--- config.mk ---
export PLATFORM = sky130hd
export DESIGN_NAME = nsca_div_cell
export DESIGN_NICKNAME = d
export VERILOG_FILES = /design/src/rtl/core/nsca_pkg.sv /design/src/rtl/core/nsca_div_cell.sv
export SDC_FILE = /design/constraint.sdc
export NUM_CORES = 1
export LEC_CHECK = 0
export BUFFER_PORTS_ARGS = -buffer_cell sky130_fd_sc_hd__buf_2
export CORE_MARGIN = 8
export CORE_UTILIZATION = 53
export CTS_CLUSTER_DIAMETER = 40
export CTS_CLUSTER_SIZE = 8
export DETAILED_ROUTE_END_ITERATION = 8
export GPL_TIMING_DRIVEN = 0
export PLACE_DENSITY = 0.86
export REMOVE_ABC_BUFFERS = 1
export SLEW_MARGIN = 15
export SYNTH_ARGS = -nofsm -noshare
export SYNTH_HDL_FRONTEND = slang
export SYNTH_SLANG_ARGS = --single-unit
--- constraint.sdc ---
create_clock -name clk_i -period 2.1 [get_ports clk_i]
set_input_delay 0.105 -clock clk_i [delete_from_list [all_inputs] [get_ports clk_i]]
set_output_delay 0.105 -clock clk_i [all_outputs]
set_load 0.005 [all_outputs]
--- src/rtl/core/nsca_pkg.sv ---
package nsca_pkg;

  localparam int COORD_BITS    = 16;
  localparam int MAX_IMAGE_DIM = 4096;
  // quotient bits of the per-pixel scale division, one per cell
  localparam int DIV_STEPS     = 12;
  localparam int PROD_BITS     = 28;

  typedef logic signed [33:0] sval_t;

  typedef enum logic [2:0] {
    REG_SRC_SIZE   = 3'd0,
    REG_DST_SIZE   = 3'd1,
    REG_SRC_ORG    = 3'd2,
    REG_SRC_EXT    = 3'd3,
    REG_DST_ORG    = 3'd4,
    REG_DST_EXT    = 3'd5,
    REG_CLIP_ORG   = 3'd6,
    REG_CLIP_EXT   = 3'd7
  } cfg_reg_e;

  typedef enum logic [4:0] {
    ST_IDLE,
    ST_LOAD,
    ST_CHK,
    ST_CLIP1,
    ST_CLIP2,
    ST_CLIP3,
    ST_CLIP4,
    ST_CHK2,
    ST_MUL1,
    ST_DIV1,
    ST_SHR1,
    ST_OVR,
    ST_MUL2,
    ST_DIV2,
    ST_SHR2,
    ST_POST1,
    ST_POST2,
    ST_POST3,
    ST_POST4,
    ST_POST5,
    ST_STORE
  } setup_state_e;

  typedef struct packed {
    logic [12:0]        lo;
    logic [12:0]        hi;
    logic signed [16:0] dpos;
    logic [14:0]        dext;
    logic [11:0]        spos;
    logic [12:0]        sext;
  } axis_geo_t;

  typedef struct packed {
    logic      ok;
    axis_geo_t x;
    axis_geo_t y;
    logic [12:0] src_w;
  } geo_t;

  typedef struct packed {
    logic                  vld;
    logic                  ok;
    logic [PROD_BITS-1:0]  rem_x;
    logic [DIV_STEPS-1:0]  quo_x;
    logic [PROD_BITS-1:0]  rem_y;
    logic [DIV_STEPS-1:0]  quo_y;
  } div_cell_t;

  function automatic sval_t coord_f(input logic [15:0] h);
    return sval_t'($signed(h[COORD_BITS-1:0]));
  endfunction

  function automatic sval_t dim_f(input logic [15:0] h);
    sval_t v;
    v = sval_t'({1'b0, h});
    return (v > sval_t'(MAX_IMAGE_DIM)) ? sval_t'(MAX_IMAGE_DIM) : v;
  endfunction

endpackage

--- src/rtl/core/nsca_div_cell.sv ---
module nsca_div_cell import nsca_pkg::*; (
  input  logic                 clk_i,
  input  logic                 rst_ni,
  input  logic                 en_i,
  input  logic [PROD_BITS-1:0] den_x_i,
  input  logic [PROD_BITS-1:0] den_y_i,
  input  div_cell_t            cell_i,
  output div_cell_t            cell_o
);

  div_cell_t cell_d, cell_q;
  logic      bit_x, bit_y;

  // one restoring step per axis; divisors arrive pre-shifted for this bit
  always_comb begin
    cell_d = cell_i;
    bit_x  = (cell_i.rem_x >= den_x_i);
    bit_y  = (cell_i.rem_y >= den_y_i);
    if (bit_x) begin
      cell_d.rem_x = cell_i.rem_x - den_x_i;
    end
    if (bit_y) begin
      cell_d.rem_y = cell_i.rem_y - den_y_i;
    end
    cell_d.quo_x = {cell_i.quo_x[DIV_STEPS-2:0], bit_x};
    cell_d.quo_y = {cell_i.quo_y[DIV_STEPS-2:0], bit_y};
  end

  always_ff @(posedge clk_i or negedge rst_ni) begin
    if (!rst_ni) begin
      cell_q <= '0;
    end else if (en_i) begin
      cell_q <= cell_d;
    end
  end

  assign cell_o = cell_q;

endmodule

==> results of run 1 <==
-- synthesized netlist by cell type, drive strengths merged (2+ instances only) --
library cell | number | area, µm²
and4 | 2 | 17.52
mux2i | 40 | 400.4
nand3 | 18 | 90.09
xnor2 | 28 | 245.2
inv | 70 | 262.8
clkbuf | 19 | 71.32
nor2 | 87 | 326.6
or3 | 7 | 43.79
nand2b | 7 | 43.79
o31ai | 3 | 22.52
o21ai | 45 | 225.2
xor2 | 16 | 140.1
o311ai | 2 | 17.52
a41o | 2 | 20.02
a211oi | 7 | 57.55
fa | 2 | 40.04
and2 | 2 | 12.51
nand4 | 7 | 43.79
and3 | 11 | 68.82
o21bai | 3 | 22.52
o211ai | 2 | 15.01
nand2 | 57 | 221.5
o21a | 8 | 60.06
or2 | 3 | 18.77
nor2b | 8 | 50.05
a21oi | 109 | 545.5
mux2 | 25 | 281.5
a21o | 18 | 135.1
a211o | 7 | 61.31
o31a | 2 | 17.52
ha | 56 | 700.7
o221ai | 2 | 17.52
buf | 14 | 96.33
a2111oi | 4 | 53.81
nor3 | 10 | 55.05
dfrtp | 82 | 2052
o41a | 2 | 22.52
nor4 | 2 | 12.51
a31oi | 7 | 43.79
-- logic make-up after synthesis --
family          synth area share [%]
buf+inv                        6.370
xor+xnor                       5.704
fa+ha+maj                      10.96
flops                          30.37
compound gates                 21.02
simple gates                   15.48
mux                            10.09
-- power breakdown --
group	total, W	leakage (nW)	internal [W]	switching, W
Sequential	0.00194	0.937	0.00181	0.000129
Combinational	0.00272	3.63	0.00130	0.00142
Clock	0.00163	0.138	0.000837	0.000792
-- metrics by stage --
step	hold slack, ps	setup slack, ps	area [µm²]	cells
floorplan	-190.6	-1017	6589	777
global placement	336.6	-1983	7905	1169
detailed placement	81.67	-1091	7991	1172
CTS	2.424	-283.0	9224	1248
global route	-8.488	-396.4	9803	1271
finish	-0.05615	-326.0	9806	1272
-- per-layer routing --
layer	share of wire, %	vias up	GRT usage [%]
met5	0	-	0
met4	4.7	0	13.06
met3	10	133	7.447
met2	50	553	49.08
met1	35	3667	28.86
li1	-	3435	-
-- worst max-delay path, cell delays in order --
cell and delay [ps]:
buf_8 100, inv_4 50, ha_4 130, fa_2 220
nor2b_4 50, o31a_1 260, o41a_1 420, a211oi_4 310
a21oi_4 150, o21ai_4 270, buf_4 160, buf_6 90
a21oi_1 70, a21oi_1 270
-- what timing repair did --
item,CTS,global route
setup endpoints to repair,58,57
setup buffers,34,22
gates resized for setup,82,91
cloned,3,2
pin swaps,53,70
hold buffers,24,0
hold endpoints to repair,53,0
-- cell type report --
type                       count  area [µm²]
fill                         740        2711
clock inverter                 7       66.31
sequential                    82        2052
clock buffer                   9       225.2
tap                          172       215.2
multi-input combinational    628        4917
antenna                        1       2.502
timing repair buffer         303        2057
inverter                      70       270.3
-- final timing paths --
path	cells after the start	slack, ps	from	end
max	14	-330	cell_i[52]	cell_o[70]
max reg2reg	1	1280	cell_o[81]	cell_o[81]
min	2	-0.06	cell_i[41]	cell_o[42]
min reg2reg	1	500	cell_o[32]	cell_o[32]
max in group asynchronous	3	1210	rst_ni	cell_o[1]
min in group asynchronous	2	260	rst_ni	cell_o[60]
==> results.md, run 1 <==
- Slew Limit Fails: 0
- Warnings, synthesis: 0
- TritonCTS buffer count: 9
- Placement row count: ~40
- Synthesized area per cell: 8.341 µm²
- Final worst path period share: 115.5%
- Clk pin slew, worst setup/hold paths: 70 ps
- NumNets Final: ~1300
- Cells after Synth: 810
- Share of cells above drive strength 1: roughly 39%
- CTS root buf: clkbuf_16
- Maximum clock frequency: 412.2 MHz
- Setup ws final: -326.0 ps
- Initial antenna violation count: 0
- Unrepaired setup endpoints after global routing: true
- RD Place Congestion: between 0.8 and 0.9
- Vias in the first global route: 7571
- Peak supply drop: between 0.0004 and 0.0005 V
- Hold crit path type: in2reg
- Final hold vios: 1
- Worst Setup Start Kind: primary input
- Flops & latches, synth: 82
- Element type at the critical path end: flop
- Starting Density: between 50 and 60%
- GRT Residual Overflow: 0
- Gr usage total: 27.25%
- Synth async-reset ratio: 100.0%
- CTS Buffer Depth: 2
- Commonest non-fill, non-tap cells in the layout: 206 x buf_2, 89 x a21oi_1, 82 x dfrtp_1, 81 x nor2_1, 62 x inv_1
- H-tree Lvls: 3
- Width of the chip: between 100 and 150 µm
- Synth unique cells: 62
- Mapped cell area: between 6000 and 7000 µm²
- Worst EP arrival: about 2700 ps
- Clock Latency Late Sink: 350 ps
- Total Power: 0.006293 W
- Largest net degree at the start of global routing: 76
- Max reg flops: approximately 80
- Setup tns final: -6047 ps
- Worst Path Required: 2340 ps
- Max-Cap Viols: 0
- # IOs: roughly 220
- Worst hold margin: -0.05615 ps
- Outcome: complete, but fails checks
- DR vias: a little under 8000
- CTS tree: yes
- Routed vias/inst: around 6
- Post-synth EDFFs: 0
- Clock skew: 0 ps
- Sink Count: between 80 and 90
- Worst-path fanout max: 6
- Synth Flop Type: dfrtp_1
- WL final: approximately 27000 µm
- Sequential fraction of the synthesis area: between 30% and 40%
- DRC violations left: 0
- Worst-margin pin slew: 565.2 ps
- Die ar.: between 15000 and 20000 µm²
- Port Buffer Count: 220
- Core region area: 12520 µm²
- P&R area growth vs syn: 45.13%
- Routed wire length per instance: between 20 and 25 µm
- TritonRoute pass-1 iters: 5
- First-pass GRT wire length: 36710 µm
- Dpl hpwl: roughly 15000 µm
- Drt initial violations: a little under 800
- Slew headroom: approximately 62%
- Minimum clock period: between 2000 and 2500 ps
- Routed Antenna Nets: 0
- PD cells: roughly 640 nW/µm²
- Static leakage: 4.702 nW
- Most common cell after layout, fill and taps aside: buf_2
- Violated checks: negative hold slack, negative setup slack
- Final setup viols: 54
- Final Util: between 70% and 80%
- Die Ht: 128.9 µm
- CP Class: in2reg
No activity file was read; power rests on OpenSTA's default activity.
==> run 2: changes to the inputs <==
--- a/config.mk
+++ b/config.mk
@@ -7,2 +7,3 @@
 export LEC_CHECK = 0
+export ABC_AREA = 1
 export BUFFER_PORTS_ARGS = -buffer_cell sky130_fd_sc_hd__buf_2
@@ -14,3 +15,3 @@
 export GPL_TIMING_DRIVEN = 0
-export PLACE_DENSITY = 0.86
+export PLACE_DENSITY = 0.83
 export REMOVE_ABC_BUFFERS = 1
==> constraint.sdc (replaced) <==
create_clock -name clk_i -period 2.1 [get_ports clk_i]
set_input_delay 0.42 -clock clk_i [delete_from_list [all_inputs] [get_ports clk_i]]
set_output_delay 0.42 -clock clk_i [all_outputs]
set_load 0.005 [all_outputs]
==> results.md, run 2 <==
- Outcome: finished clean
- DR vias: around 10000
- Int Pwr: 0.004012 W
- Dpl hpwl: about 21000 µm
- Sequential fraction of the synthesis area: between 20% and 30%
- Max incr delay on CP: around 340 ps
- Placement row count: between 40 and 50
- Switching fraction of total power: 37.89%
- Sw Pwr: 0.002447 W
- Synth unique cells: 35
- Synth Flop Type: dfrtp_1
- Flops & latches, synth: just over 80
- Fill cells: about 1400
- Worst-path fanout max: 7
- Place WS: -1931 ps
- CTS tree: yes
- Crit. path cell count: 14
- Count leader, synth: nand2_1
- Static leakage: slightly below 7 nW
- Worst-margin pin slew: between 800 and 900 ps
- H-tree Lvls: 3
- Core region area: approximately 16000 µm²
- Synthesized area per cell: between 5 and 6 µm²
- CP Class: in2reg
- Leading area contributor after synthesis: nand2_1
- Clock Latency Late Sink: roughly 360 ps
- Peak supply drop: between 0.0004 and 0.0005 V
- GRT Residual Overflow: 0
- TritonCTS buffer count: 9
- Largest net degree at the start of global routing: 83
- Routed vias/inst: just over 5
- Area of the multi-input gates: 5627 µm²
- DRC violations left: 0
- Max reg flops: 82
- Share of cells above drive strength 1: 21.71%
- Element type at the critical path end: flop
- Worst EP arrival: roughly 2300 ps
- Width of the chip: roughly 140 µm
- Starting Density: 54.16%
- Hold crit path type: in2async
- Die ar.: about 20000 µm²
- Vias in the first global route: roughly 9600
- Dpl cell area: roughly 9800 µm²
- NumNets Final: between 1500 and 2000
- Warnings, synthesis: 0
- Max-Cap Viols: 0
- # IOs: about 220
- P&R area growth vs syn: 28.68%
- Sink Count: 82
- Antenna diode count: 0
- Top delay family on crit path: buffers and inverters
- Final hold vios: 0
- List of most frequent post-synthesis cells: 647 x nand2_1, 309 x inv_1, 107 x nand3_1
- Die Ht: roughly 140 µm
- Cells after Synth: between 1000 and 1500
- First-pass GRT wire length: ~47000 µm
- Top cells by area, synth: nand2_1 28%, dfrtp_1 24%, inv_1 14%, ha_1 8.2%, nand3_1 6.2%
- Finished layout cell area: approximately 11000 µm²
- WL final: approximately 30000 µm
- Critical-path top delay cell: ha_1
- Mapped cell area: ~8600 µm²
- Worst Setup Start Kind: primary input
- FF/Latch Area: 2052 µm²
- Crit path buffers/inverters: 6
- Worst reg-to-reg path cell count: 2
- Final Util: a little over two thirds
- Slew Limit Fails: 0
- Minimum clock period: 2021 ps
- CTS root buf: clkbuf_16
- Post-synth EDFFs: 0
- Worst Path Required: 2350 ps
- Synth async-reset ratio: 100.0%
- Initial antenna violation count: 0
- Clock skew: 0 ps
- Most common cell after layout, fill and taps aside: nand2_1
- Setup tns final: 0 ps
- Power share of the clock group: a little under a third
- Final worst path period share: a little over nine tenths
- Slew headroom: between 40 and 50%
- Hold Buf Count CTS: 0
- Setup ws final: roughly 80 ps
- Maximum clock frequency: a little under 500 MHz
- Gr usage total: 28.97%
- TritonRoute pass-1 iters: 5
- Drt initial violations: 803
- Worst path cell trace: buf_2 > inv_1 > ha_1 > inv_2 > nor3_4 > buf_4 > nand2_1 > nand3_4 > a21oi_4 > buf_6 > buf_4 > nand4_1 > nand3_1 > nand2_1
- Top cell type's share of synthesized area: ~28%
- Final setup viols: 0
- Commonest non-fill, non-tap cells in the layout: 637 x nand2_1, 306 x inv_1, 218 x buf_2, 105 x nand3_1, 82 x dfrtp_1
- Comb pwr share: about two fifths
- PD cells: roughly 590 nW/µm²
- Routed Antenna Nets: 0
- Register share of total power: 29.7%
- Total Power: 0.006459 W
- Clk pin slew, worst setup/hold paths: 70 ps
- Routed wire length per instance: approximately 15 µm
- Port Buffer Count: 220
- RD Place Congestion: 0.9280
- CTS Buffer Depth: 2
## run 2: final cells by class
type | instances | share of cell area [%]
Clock inverter | 7 | 1.202
Clock buffer | 9 | 2.042
Tap cell | 216 | 2.450
Timing Repair Buffer | 262 | 13.85
Inverter | 318 | 10.84
Multi-Input combinational cell | 1063 | 51.01
Sequential cell | 82 | 18.60
## run 2: final timing paths
kind                              from          to  slack [ps]
min reg2reg                 cell_o[48]  cell_o[48]         470
min                             rst_ni  cell_o[56]           6
max reg2reg                 cell_o[72]  cell_o[72]        1450
max in group asynchronous       rst_ni  cell_o[30]        1480
max                        den_x_i[26]  cell_o[61]          80
min in group clk_i           cell_i[0]   cell_o[1]         250
## run 2: per-stage QoR
step,hold slack (ps),cells
floorplan,124.4,1450
global placement,448.7,1886
detailed placement,399.4,1888
CTS,14.11,1934
global route,37.63,1957
finish,5.831,1957
## run 2: layer usage
metal | up-vias | track usage, % | share of wire [%]
met4 | 0 | 12.92 | 3.9
met5 | - | 0 | 0
met3 | 84 | 4.608 | 7.2
met1 | 4452 | 32.90 | 39
met2 | 415 | 52.22 | 50
li1 | 5024 | - | -
## run 2: power groups by stage
| stage | Sequential, W | Combinational, W | Clock [W] |
|---|---|---|---|
| global placement | 0.00194 | 0.00224 | 0 |
| global route | 0.00195 | 0.00286 | 0.00206 |
| detailed placement | 0.00195 | 0.00228 | 0 |
| finish | 0.00192 | 0.00257 | 0.00198 |
| CTS | 0.00192 | 0.00243 | 0.00201 |
| floorplan | 0.00198 | 0.00140 | 0 |
## run 2: cells by family after synthesis
logic type	after synthesis	share of synthesized area [%]
compound gates	38	2.511
flops	82	23.94
xor+xnor	27	2.759
simple gates	927	46.18
buf+inv	353	15.97
fa+ha+maj	58	8.641
## run 2: worst reg2reg max path: stages (launching register included)
cell	delay [ps]
dfrtp_1	390
nand2_1	70
nand2_1	70
## run 2: timing repair
action	in CTS	in global routing
endpoints found under the hold margin	0	0
resized for setup	24	47
gates cloned	10	3
pin swaps	10	15
endpoints found under the setup margin	58	57
buffers inserted	20	20
