`src/rtl/core/nsca_pkg.sv`:
```
package nsca_pkg;

  localparam int COORD_BITS    = 16;
  localparam int MAX_IMAGE_DIM = 4096;
  // quotient bits of the per-pixel scale division, one per cell
  localparam int DIV_STEPS     = 12;
  localparam int PROD_BITS     = 28;

  typedef logic signed [33:0] sval_t;

  typedef enum logic [2:0] {
    REG_SRC_SIZE   = 3'd0,
    REG_DST_SIZE   = 3'd1,
    REG_SRC_ORG    = 3'd2,
    REG_SRC_EXT    = 3'd3,
    REG_DST_ORG    = 3'd4,
    REG_DST_EXT    = 3'd5,
    REG_CLIP_ORG   = 3'd6,
    REG_CLIP_EXT   = 3'd7
  } cfg_reg_e;

  typedef enum logic [4:0] {
    ST_IDLE,
    ST_LOAD,
    ST_CHK,
    ST_CLIP1,
    ST_CLIP2,
    ST_CLIP3,
    ST_CLIP4,
    ST_CHK2,
    ST_MUL1,
    ST_DIV1,
    ST_SHR1,
    ST_OVR,
    ST_MUL2,
    ST_DIV2,
    ST_SHR2,
    ST_POST1,
    ST_POST2,
    ST_POST3,
    ST_POST4,
    ST_POST5,
    ST_STORE
  } setup_state_e;

  typedef struct packed {
    logic [12:0]        lo;
    logic [12:0]        hi;
    logic signed [16:0] dpos;
    logic [14:0]        dext;
    logic [11:0]        spos;
    logic [12:0]        sext;
  } axis_geo_t;

  typedef struct packed {
    logic      ok;
    axis_geo_t x;
    axis_geo_t y;
    logic [12:0] src_w;
  } geo_t;

  typedef struct packed {
    logic                  vld;
    logic                  ok;
    logic [PROD_BITS-1:0]  rem_x;
    logic [DIV_STEPS-1:0]  quo_x;
    logic [PROD_BITS-1:0]  rem_y;
    logic [DIV_STEPS-1:0]  quo_y;
  } div_cell_t;

  function automatic sval_t coord_f(input logic [15:0] h);
    return sval_t'($signed(h[COORD_BITS-1:0]));
  endfunction

  function automatic sval_t dim_f(input logic [15:0] h);
    sval_t v;
    v = sval_t'({1'b0, h});
    return (v > sval_t'(MAX_IMAGE_DIM)) ? sval_t'(MAX_IMAGE_DIM) : v;
  endfunction

endpackage

```
`src/rtl/core/nsca_setup.sv`:
```
module nsca_setup import nsca_pkg::*; (
  input  logic        clk_i,
  input  logic        rst_ni,
  input  logic        cfg_we_i,
  input  logic [2:0]  cfg_index_i,
  input  logic [32:0] cfg_data_i,
  output logic        busy_o,
  output geo_t        geo_o
);

  logic [31:0] src_size_q, dst_size_q, src_org_q, src_ext_q;
  logic [31:0] dst_org_q, dst_ext_q, clip_org_q;
  logic [32:0] clip_ext_q;

  setup_state_e state_q, state_d;
  logic  ax_q, ax_d;
  logic  fail_q, fail_d, fail_now;
  logic  neg_q, neg_d;
  sval_t c_q, c_d, w_q, w_d, dp_q, dp_d, de_q, de_d;
  sval_t sp_q, sp_d, se_q, se_d, simg_q, simg_d, dimg_q, dimg_d;
  logic [15:0] rem_q, rem_d;
  logic [31:0] quo_q, quo_d;
  logic [4:0]  cnt_q, cnt_d;
  axis_geo_t   gx_q, gy_q, g_new;
  logic        okx_q, oky_q;

  logic [15:0] h_ssz, h_dsz, h_sorg, h_sext, h_dorg, h_dext, h_corg, h_cext;
  logic        use_clip;
  logic signed [16:0] ma, mb;
  sval_t prod, mag, qv, cw, span_hi;
  logic [16:0] r17, d17;
  logic        dbit;

  function automatic logic meet(input sval_t a, input sval_t aw, input sval_t b,
                                input sval_t bw);
    return !((a + aw <= b) || (b + bw <= a));
  endfunction

  always_ff @(posedge clk_i or negedge rst_ni) begin
    if (!rst_ni) begin
      src_size_q <= '0;
      dst_size_q <= '0;
      src_org_q  <= '0;
      src_ext_q  <= '0;
      dst_org_q  <= '0;
      dst_ext_q  <= '0;
      clip_org_q <= '0;
      clip_ext_q <= '0;
    end else if (cfg_we_i) begin
      case (cfg_reg_e'(cfg_index_i))
        REG_SRC_SIZE: src_size_q <= cfg_data_i[31:0];
        REG_DST_SIZE: dst_size_q <= cfg_data_i[31:0];
        REG_SRC_ORG:  src_org_q  <= cfg_data_i[31:0];
        REG_SRC_EXT:  src_ext_q  <= cfg_data_i[31:0];
        REG_DST_ORG:  dst_org_q  <= cfg_data_i[31:0];
        REG_DST_EXT:  dst_ext_q  <= cfg_data_i[31:0];
        REG_CLIP_ORG: clip_org_q <= cfg_data_i[31:0];
        REG_CLIP_EXT: clip_ext_q <= cfg_data_i;
        default: ;
      endcase
    end
  end

  // axis 0 takes the upper halves, axis 1 the lower
  always_comb begin
    h_ssz    = ax_q ? src_size_q[15:0] : src_size_q[31:16];
    h_dsz    = ax_q ? dst_size_q[15:0] : dst_size_q[31:16];
    h_sorg   = ax_q ? src_org_q[15:0]  : src_org_q[31:16];
    h_sext   = ax_q ? src_ext_q[15:0]  : src_ext_q[31:16];
    h_dorg   = ax_q ? dst_org_q[15:0]  : dst_org_q[31:16];
    h_dext   = ax_q ? dst_ext_q[15:0]  : dst_ext_q[31:16];
    h_corg   = ax_q ? clip_org_q[15:0] : clip_org_q[31:16];
    h_cext   = ax_q ? clip_ext_q[15:0] : clip_ext_q[31:16];
    use_clip = clip_ext_q[32];
  end

  always_comb begin
    case (state_q)
      ST_CHK:   fail_now = (de_q <= 0) || !meet(dp_q, de_q, '0, dimg_q)
                           || !meet(sp_q, se_q, '0, simg_q);
      ST_CHK2:  fail_now = (se_q <= 0) || (w_q <= 0);
      ST_OVR:   fail_now = (sp_q >= simg_q) || (de_q <= 0) || (se_q <= 0);
      ST_POST2: fail_now = (w_q <= 0) || (c_q >= dimg_q);
      ST_POST5: fail_now = (w_q <= 0);
      default:  fail_now = 1'b0;
    endcase
  end

  // next state
  always_comb begin
    case (state_q)
      ST_IDLE:  state_d = ST_IDLE;
      ST_LOAD:  state_d = ST_CHK;
      ST_CHK:   state_d = fail_now ? ST_STORE : ST_CLIP1;
      ST_CLIP1: state_d = ST_CLIP2;
      ST_CLIP2: state_d = ST_CLIP3;
      ST_CLIP3: state_d = ST_CLIP4;
      ST_CLIP4: state_d = ST_CHK2;
      ST_CHK2:  state_d = fail_now ? ST_STORE : ((sp_q < 0) ? ST_MUL1 : ST_OVR);
      ST_MUL1:  state_d = ST_DIV1;
      ST_DIV1:  state_d = (&cnt_q) ? ST_SHR1 : ST_DIV1;
      ST_SHR1:  state_d = ST_OVR;
      ST_OVR:   state_d = fail_now ? ST_STORE :
                          ((sp_q + se_q > simg_q) ? ST_MUL2 : ST_POST1);
      ST_MUL2:  state_d = ST_DIV2;
      ST_DIV2:  state_d = (&cnt_q) ? ST_SHR2 : ST_DIV2;
      ST_SHR2:  state_d = ST_POST1;
      ST_POST1: state_d = ST_POST2;
      ST_POST2: state_d = fail_now ? ST_STORE : ST_POST3;
      ST_POST3: state_d = ST_POST4;
      ST_POST4: state_d = ST_POST5;
      ST_POST5: state_d = ST_STORE;
      ST_STORE: state_d = ax_q ? ST_IDLE : ST_LOAD;
      default:  state_d = ST_IDLE;
    endcase
    if (cfg_we_i) begin
      state_d = ST_LOAD;
    end
  end

  // datapath
  always_comb begin
    c_d = c_q; w_d = w_q; dp_d = dp_q; de_d = de_q;
    sp_d = sp_q; se_d = se_q; simg_d = simg_q; dimg_d = dimg_q;
    rem_d = rem_q; quo_d = quo_q; cnt_d = cnt_q; neg_d = neg_q;
    ax_d = ax_q;
    fail_d = fail_q | fail_now;

    ma = (state_q == ST_MUL1) ? sp_q[16:0] : de_q[16:0];
    cw = simg_q - sp_q;
    mb = (state_q == ST_MUL1) ? de_q[16:0] : cw[16:0];
    prod = sval_t'(ma) * sval_t'(mb);
    mag  = (prod < 0) ? -prod : prod;

    r17  = {rem_q, quo_q[31]};
    d17  = {1'b0, se_q[15:0]};
    dbit = (r17 >= d17);

    qv = neg_q ? -sval_t'({2'b00, quo_q}) : sval_t'({2'b00, quo_q});

    case (state_q)
      ST_LOAD: begin
        simg_d = dim_f(h_ssz);
        dimg_d = dim_f(h_dsz);
        sp_d   = coord_f(h_sorg);
        se_d   = coord_f(h_sext);
        dp_d   = coord_f(h_dorg);
        de_d   = coord_f(h_dext);
        c_d    = use_clip ? coord_f(h_corg) : '0;
        w_d    = use_clip ? coord_f(h_cext) : dim_f(h_dsz);
        fail_d = 1'b0;
      end
      ST_CLIP1: begin
        if (use_clip && (c_q < 0)) begin
          w_d = w_q + c_q;
          c_d = '0;
        end
      end
      ST_CLIP2: begin
        if (use_clip && (c_q + w_q > dimg_q)) begin
          w_d = dimg_q - c_q;
        end
      end
      ST_CLIP3, ST_POST2: begin
        if (c_q < dp_q) begin
          w_d = w_q + c_q - dp_q;
          c_d = dp_q;
        end
      end
      ST_CLIP4, ST_POST4: begin
        if (c_q + w_q > dp_q + de_q) begin
          w_d = dp_q + de_q - c_q;
        end
      end
      ST_MUL1, ST_MUL2: begin
        quo_d = mag[31:0];
        rem_d = '0;
        cnt_d = '0;
        neg_d = (prod < 0);
      end
      ST_DIV1, ST_DIV2: begin
        rem_d = dbit ? 16'(r17 - d17) : r17[15:0];
        quo_d = {quo_q[30:0], dbit};
        cnt_d = cnt_q + 5'd1;
      end
      ST_SHR1: begin
        dp_d = dp_q - qv;
        de_d = de_q + qv;
        se_d = se_q + sp_q;
        sp_d = '0;
      end
      ST_SHR2: begin
        de_d = qv;
        se_d = simg_q - sp_q;
      end
      ST_POST1: begin
        if (c_q < 0) begin
          w_d = w_q + c_q;
          c_d = '0;
        end
      end
      ST_POST3: begin
        if (c_q + w_q > dimg_q) begin
          w_d = dimg_q - c_q;
        end
      end
      ST_STORE: begin
        ax_d = 1'b1;
      end
      default: ;
    endcase
    if (cfg_we_i) begin
      ax_d = 1'b0;
    end
  end

  always_comb begin
    span_hi    = c_q + w_q;
    g_new.lo   = c_q[12:0];
    g_new.hi   = span_hi[12:0];
    g_new.dpos = dp_q[16:0];
    g_new.dext = de_q[14:0];
    g_new.spos = sp_q[11:0];
    g_new.sext = se_q[12:0];
  end

  always_ff @(posedge clk_i or negedge rst_ni) begin
    if (!rst_ni) begin
      state_q <= ST_IDLE;
      ax_q    <= 1'b0;
      fail_q  <= 1'b0;
      okx_q   <= 1'b0;
      oky_q   <= 1'b0;
      cnt_q   <= '0;
      neg_q   <= 1'b0;
    end else begin
      state_q <= state_d;
      ax_q    <= ax_d;
      fail_q  <= fail_d;
      cnt_q   <= cnt_d;
      neg_q   <= neg_d;
      if (state_q == ST_STORE) begin
        if (ax_q) begin
          oky_q <= !fail_q;
        end else begin
          okx_q <= !fail_q;
        end
      end
    end
  end

  always_ff @(posedge clk_i) begin
    c_q <= c_d; w_q <= w_d; dp_q <= dp_d; de_q <= de_d;
    sp_q <= sp_d; se_q <= se_d; simg_q <= simg_d; dimg_q <= dimg_d;
    rem_q <= rem_d; quo_q <= quo_d;
    if (state_q == ST_STORE) begin
      if (ax_q) begin
        gy_q <= g_new;
      end else begin
        gx_q <= g_new;
      end
    end
  end

  logic [15:0] src_w_full;
  sval_t       src_w_dim;

  always_comb begin
    src_w_full  = src_size_q[31:16];
    src_w_dim   = dim_f(src_w_full);
    geo_o.ok    = okx_q & oky_q;
    geo_o.x     = gx_q;
    geo_o.y     = gy_q;
    geo_o.src_w = src_w_dim[12:0];
  end

  assign busy_o = (state_q != ST_IDLE) || cfg_we_i;

endmodule

```
`config.mk`:
```
export PLATFORM = sky130hd
export DESIGN_NAME = nsca_setup
export DESIGN_NICKNAME = d
export VERILOG_FILES = /design/src/rtl/core/nsca_pkg.sv /design/src/rtl/core/nsca_setup.sv
export SDC_FILE = /design/constraint.sdc
export NUM_CORES = 2
export LEC_CHECK = 0
export BUFFER_PORTS_ARGS = -buffer_cell sky130_fd_sc_hd__buf_2
export CAP_MARGIN = 20
export CORE_MARGIN = 8
export CORE_UTILIZATION = 64
export CTS_CLUSTER_DIAMETER = 200
export DETAILED_ROUTE_END_ITERATION = 8
export GPL_TIMING_DRIVEN = 0
export HOLD_SLACK_MARGIN = 0.03
export PLACE_DENSITY = 0.83
export SLEW_MARGIN = 20
export SYNTH_ARGS = -nofsm -noshare
export SYNTH_HDL_FRONTEND = slang
export SYNTH_SLANG_ARGS = --single-unit
```
`constraint.sdc`:
```
create_clock -name clk_i -period 10.8 [get_ports clk_i]
set_clock_uncertainty 0.2 [all_clocks]
set_input_delay 2.16 -clock clk_i [delete_from_list [all_inputs] [get_ports clk_i]]
set_output_delay 2.16 -clock clk_i [all_outputs]
set_load 0.05 [all_outputs]
```
==> results <==
- The run finished with clean final reports.
- The area of the die is a little over 0.1 mm2.
- The routed design could run at a clock period as short as between 10000 and 15000 ps.
- The most instantiated flip-flop cell in the synthesis netlist is sky130_fd_sc_hd__edfxtp_1.
- Counting every sink on the clock net gives between 700 and 800.
- The number of antenna violations at the first check in global routing is 6.
- In this run the cell area measured after placement is roughly 0.06 mm2.
- Once detailed placement completed, the half-perimeter wirelength came to 158 mm.
- After detailed routing, the wire length on met1 is a little under 80 mm.
- After detailed routing, the met3 layer carries 28.3 mm of wire.
- The area overhead of the layout relative to synthesis is 10.8%.
- The clock tree root driver cell is sky130_fd_sc_hd__clkbuf_16.
- The count of final setup violators is 0.
- The routed via count is between 50000 and 60000.
- In the synthesized netlist, the cells that appear most often are 643 x sky130_fd_sc_hd__inv_1, 485 x sky130_fd_sc_hd__ha_1, 463 x sky130_fd_sc_hd__nand2_1.
- For this run, the number of Yosys warnings is 0.
- The kind of end point of the critical path is a flop.
- The top-level port count is 220.
- The number of global-route vias before repair is approximately 49000.
- The start of the worst register-to-register path is simg_q[0].
- The final cell utilization of the core is a little under three quarters.
- The start point of the worst hold path is oky_q.
- Entering global routing, the biggest net connects about 110 pins.
- The number of hold-slack violations in the final timing report was 0.
- The number of design rule violations left after detail routing is 0.
- The number of max-cap violations is 0.
- The count of cell types in the netlist is 90.
- The highest clock rate is 92.9 MHz.
- By area the synthesized netlist is led by sky130_fd_sc_hd__edfxtp_1 22%, sky130_fd_sc_hd__dfrtp_1 12%, sky130_fd_sc_hd__fa_1 10%, sky130_fd_sc_hd__ha_1 10%, sky130_fd_sc_hd__mux2_2 5.2%.
- The internal reg-to-reg setup slack is 40 ps.
- Dividing the detail-routed via count by the number of cells gives about 6.6.
- The floorplan core area is between 0.09 and 0.1 mm2.
- The count of buffers from port buffering is around 220.
- The cell count after synthesis is around 6000.
- The first-pass detailed-route iteration total is 6.
- The overall die height is approximately 320 um.
- The share of layout cells above drive strength 1 is between 10% and 20%.
- The number of register bits inferred by synthesis is between 700 and 800.
- The final critical path takes up approximately 100% of the cycle.
- For this configuration, the core starts out at a cell density of 64.2%.
- The slew at the pin with the worst max-slew slack is between 1000 and 1500 ps.
- The cell type with the largest total area after synthesis is sky130_fd_sc_hd__edfxtp_1.
- The number of cells on the worst hold path is 2.
- Dividing the synthesized area by the synthesized cell count gives slightly below 10 um2.
- The last weighted congestion value of the routability-driven placer is between 1 and 1.5.
- TritonCTS built the clock tree.
- The setup TNS after final layout is 0 ps.
- The number of cell rows is 111.
- The library cell contributing the largest single delay on the critical path is sky130_fd_sc_hd__fa_1.
- The cell type with the highest occurrence count on the critical path is sky130_fd_sc_hd__fa_1.
- The endpoint of the worst hold-timing path is oky_q.
- The highest net fanout along the worst path is 10.
- The total number of nets in the final design is between 7000 and 8000.
- Among all cell types in the netlist, the one instantiated most often is sky130_fd_sc_hd__inv_1.
- The later pin in the worst-skew pair is clocked with a latency of 700 ps.
- Headroom to the max-slew limit came out at roughly 18%.
- The clock input transition at the sequential cells of the worst setup and hold paths is 70 ps.
- Data on the critical path arrives at its endpoint at 10960 ps.
- The number of enable flip-flop cells after synthesis is approximately 430.
- CTS built an H-tree with a depth of 3.
- After detailed routing, the met2 layer carries between 80 and 90 mm of wire.
- The cell count of the worst reg-to-reg path is 40.
- The share of the synthesized area in the top cell type is between 20% and 30%.
- Once layout is complete, the cells apart from fillers number 7559.
- The reg-to-reg endpoint is quo_q[24].
- In this design, the stage delay of the slowest critical-path cell is approximately 600 ps.
- The count of antenna-violating nets left after detailed routing is 0.
- The post-route cell area is around 0.065 mm2.
- The worst path required time is ~11000 ps.
- The final routed wirelength across all metal layers is approximately 200 mm.
- The deepest clock path buffer count is 3.
- After detailed placement, the design holds a cell count of 7384.
- The critical path startpoint category is a flop.
- The floorplan step set the die width to roughly 320 um.
- For this block, the initial DRC count from the detailed router was roughly 6400.
- The number of clock buffers added by TritonCTS is between 70 and 80.
- The global-route congestion overflow total is 0.
- Hold repair after CTS inserted 0 buffers.
- The cell area after synthesis is 0.0585 mm2.
- The top layer used by detailed routing is met5.
- The class of the most critical hold timing path is reg2reg.
- After detailed routing, the average wire length per cell comes to roughly 27 um.
- The count of pins over their slew limit is 0.
- The sequential fraction of the synthesis area is approximately 34%.
- For this run, the total global-route usage over all layers was measured as ~39%.
- The first-pass GRT wire length is 303 mm.
- The critical path class is reg2reg.
- For this run, asynchronously set or reset flops after synthesis account for 38.6%.
[metal layers]
metal | GRT usage [%] | up-vias
li1 | - | 21900
met1 | 52.0 | 24400
met2 | 58.5 | 3246
met3 | 12.9 | 673
met4 | 16.9 | 6
met5 | 0 | -
[area by class of cell]
cell class / count / area (um2)
Antenna cell: 2 / 5.00
Buffer: 183 / 736
Clock buffer: 93 / 2050
Clock inverter: 51 / 611
Fill cell: 6702 / 26300
Inverter: 644 / 2430
Multi-Input combinational cell: 4436 / 36100
Sequential cell: 704 / 19800
Tap cell: 1186 / 1480
Timing Repair Buffer: 260 / 1660
[logic make-up after synthesis]
| family | after synthesis | synth area share, % |
|---|---|---|
| compound gates | 1362 | 15.0 |
| other cells | 1 | 0.00641 |
| fa+ha+maj | 791 | 20.8 |
| mux | 429 | 7.92 |
| buf+inv | 829 | 5.34 |
| simple gates | 1526 | 12.3 |
| flops | 704 | 33.8 |
| xor+xnor | 322 | 4.82 |
[timing repair]
action | in CTS | in global routing
setup buffers | 20 | 10
gates resized for setup | 51 | 67
cloned | 0 | 1
setup endpoints to repair | 32 | 32
pin swaps | 10 | 22
[state kept, by name, summed over array words and instances, names as in the netlist, 33 cells and up]
name,flops
w_q,34
c_q,34
clip_ext_q,33
geo_o,166
se_q,34
dp_q,34
de_q,34
[through the flow]
step	worst slack (ps)	hold WS [ps]
finish	39.3	281
global route	-174	315
CTS	5.36	282
detailed placement	-1930	270
global placement	-1790	256
floorplan	908	242
[worst max path at each step]
stage	start	endpoint	slack [ps]
after floorplan	sp_q[1]	quo_q[25]	910
after global placement	sp_q[1]	quo_q[19]	-1790
after detailed placement	sp_q[1]	quo_q[19]	-1930
after CTS	simg_q[0]	quo_q[31]	5
after global routing	simg_q[0]	quo_q[24]	-170
final	simg_q[0]	quo_q[24]	40
[layout by cell type, fill, tap and decap left out, types with 70 or more instances in the layout]
| cell type | synthesis | layout |
|---|---|---|
| sky130_fd_sc_hd__a21o_1 | 157 | 156 |
| sky130_fd_sc_hd__buf_2 | 4 | 219 |
| sky130_fd_sc_hd__clkbuf_1 | 166 | 165 |
| sky130_fd_sc_hd__clkbuf_16 | 0 | 79 |
| sky130_fd_sc_hd__nor2_1 | 458 | 453 |
| sky130_fd_sc_hd__o21ai_0 | 326 | 318 |
| sky130_fd_sc_hd__ha_1 | 485 | 480 |
| sky130_fd_sc_hd__xor2_1 | 117 | 113 |
| sky130_fd_sc_hd__inv_1 | 643 | 639 |
| sky130_fd_sc_hd__mux2i_1 | 159 | 155 |
| sky130_fd_sc_hd__fa_1 | 306 | 305 |
| sky130_fd_sc_hd__nand2_1 | 463 | 459 |
| sky130_fd_sc_hd__a211oi_1 | 81 | 80 |
| sky130_fd_sc_hd__mux2_2 | 270 | 269 |
| sky130_fd_sc_hd__a21oi_1 | 331 | 331 |
| sky130_fd_sc_hd__dfrtp_1 | 272 | 272 |
| sky130_fd_sc_hd__nand2b_1 | 70 | 70 |
| sky130_fd_sc_hd__nand4_1 | 70 | 70 |
| sky130_fd_sc_hd__edfxtp_1 | 432 | 432 |
| sky130_fd_sc_hd__nor3_1 | 90 | 88 |
| sky130_fd_sc_hd__xnor2_1 | 205 | 194 |
[critical path: cells and delay by family (launching register included)]
kind	cells	cell delay [ps]
compound gates	16	3100
buf+inv	6	720
xor+xnor	2	510
fa+ha+maj	10	4510
flops	1	470
simple gates	6	930
Power is not shown: default switching activity piles up to over one toggle a cycle in this logic, so the estimate is an artifact.
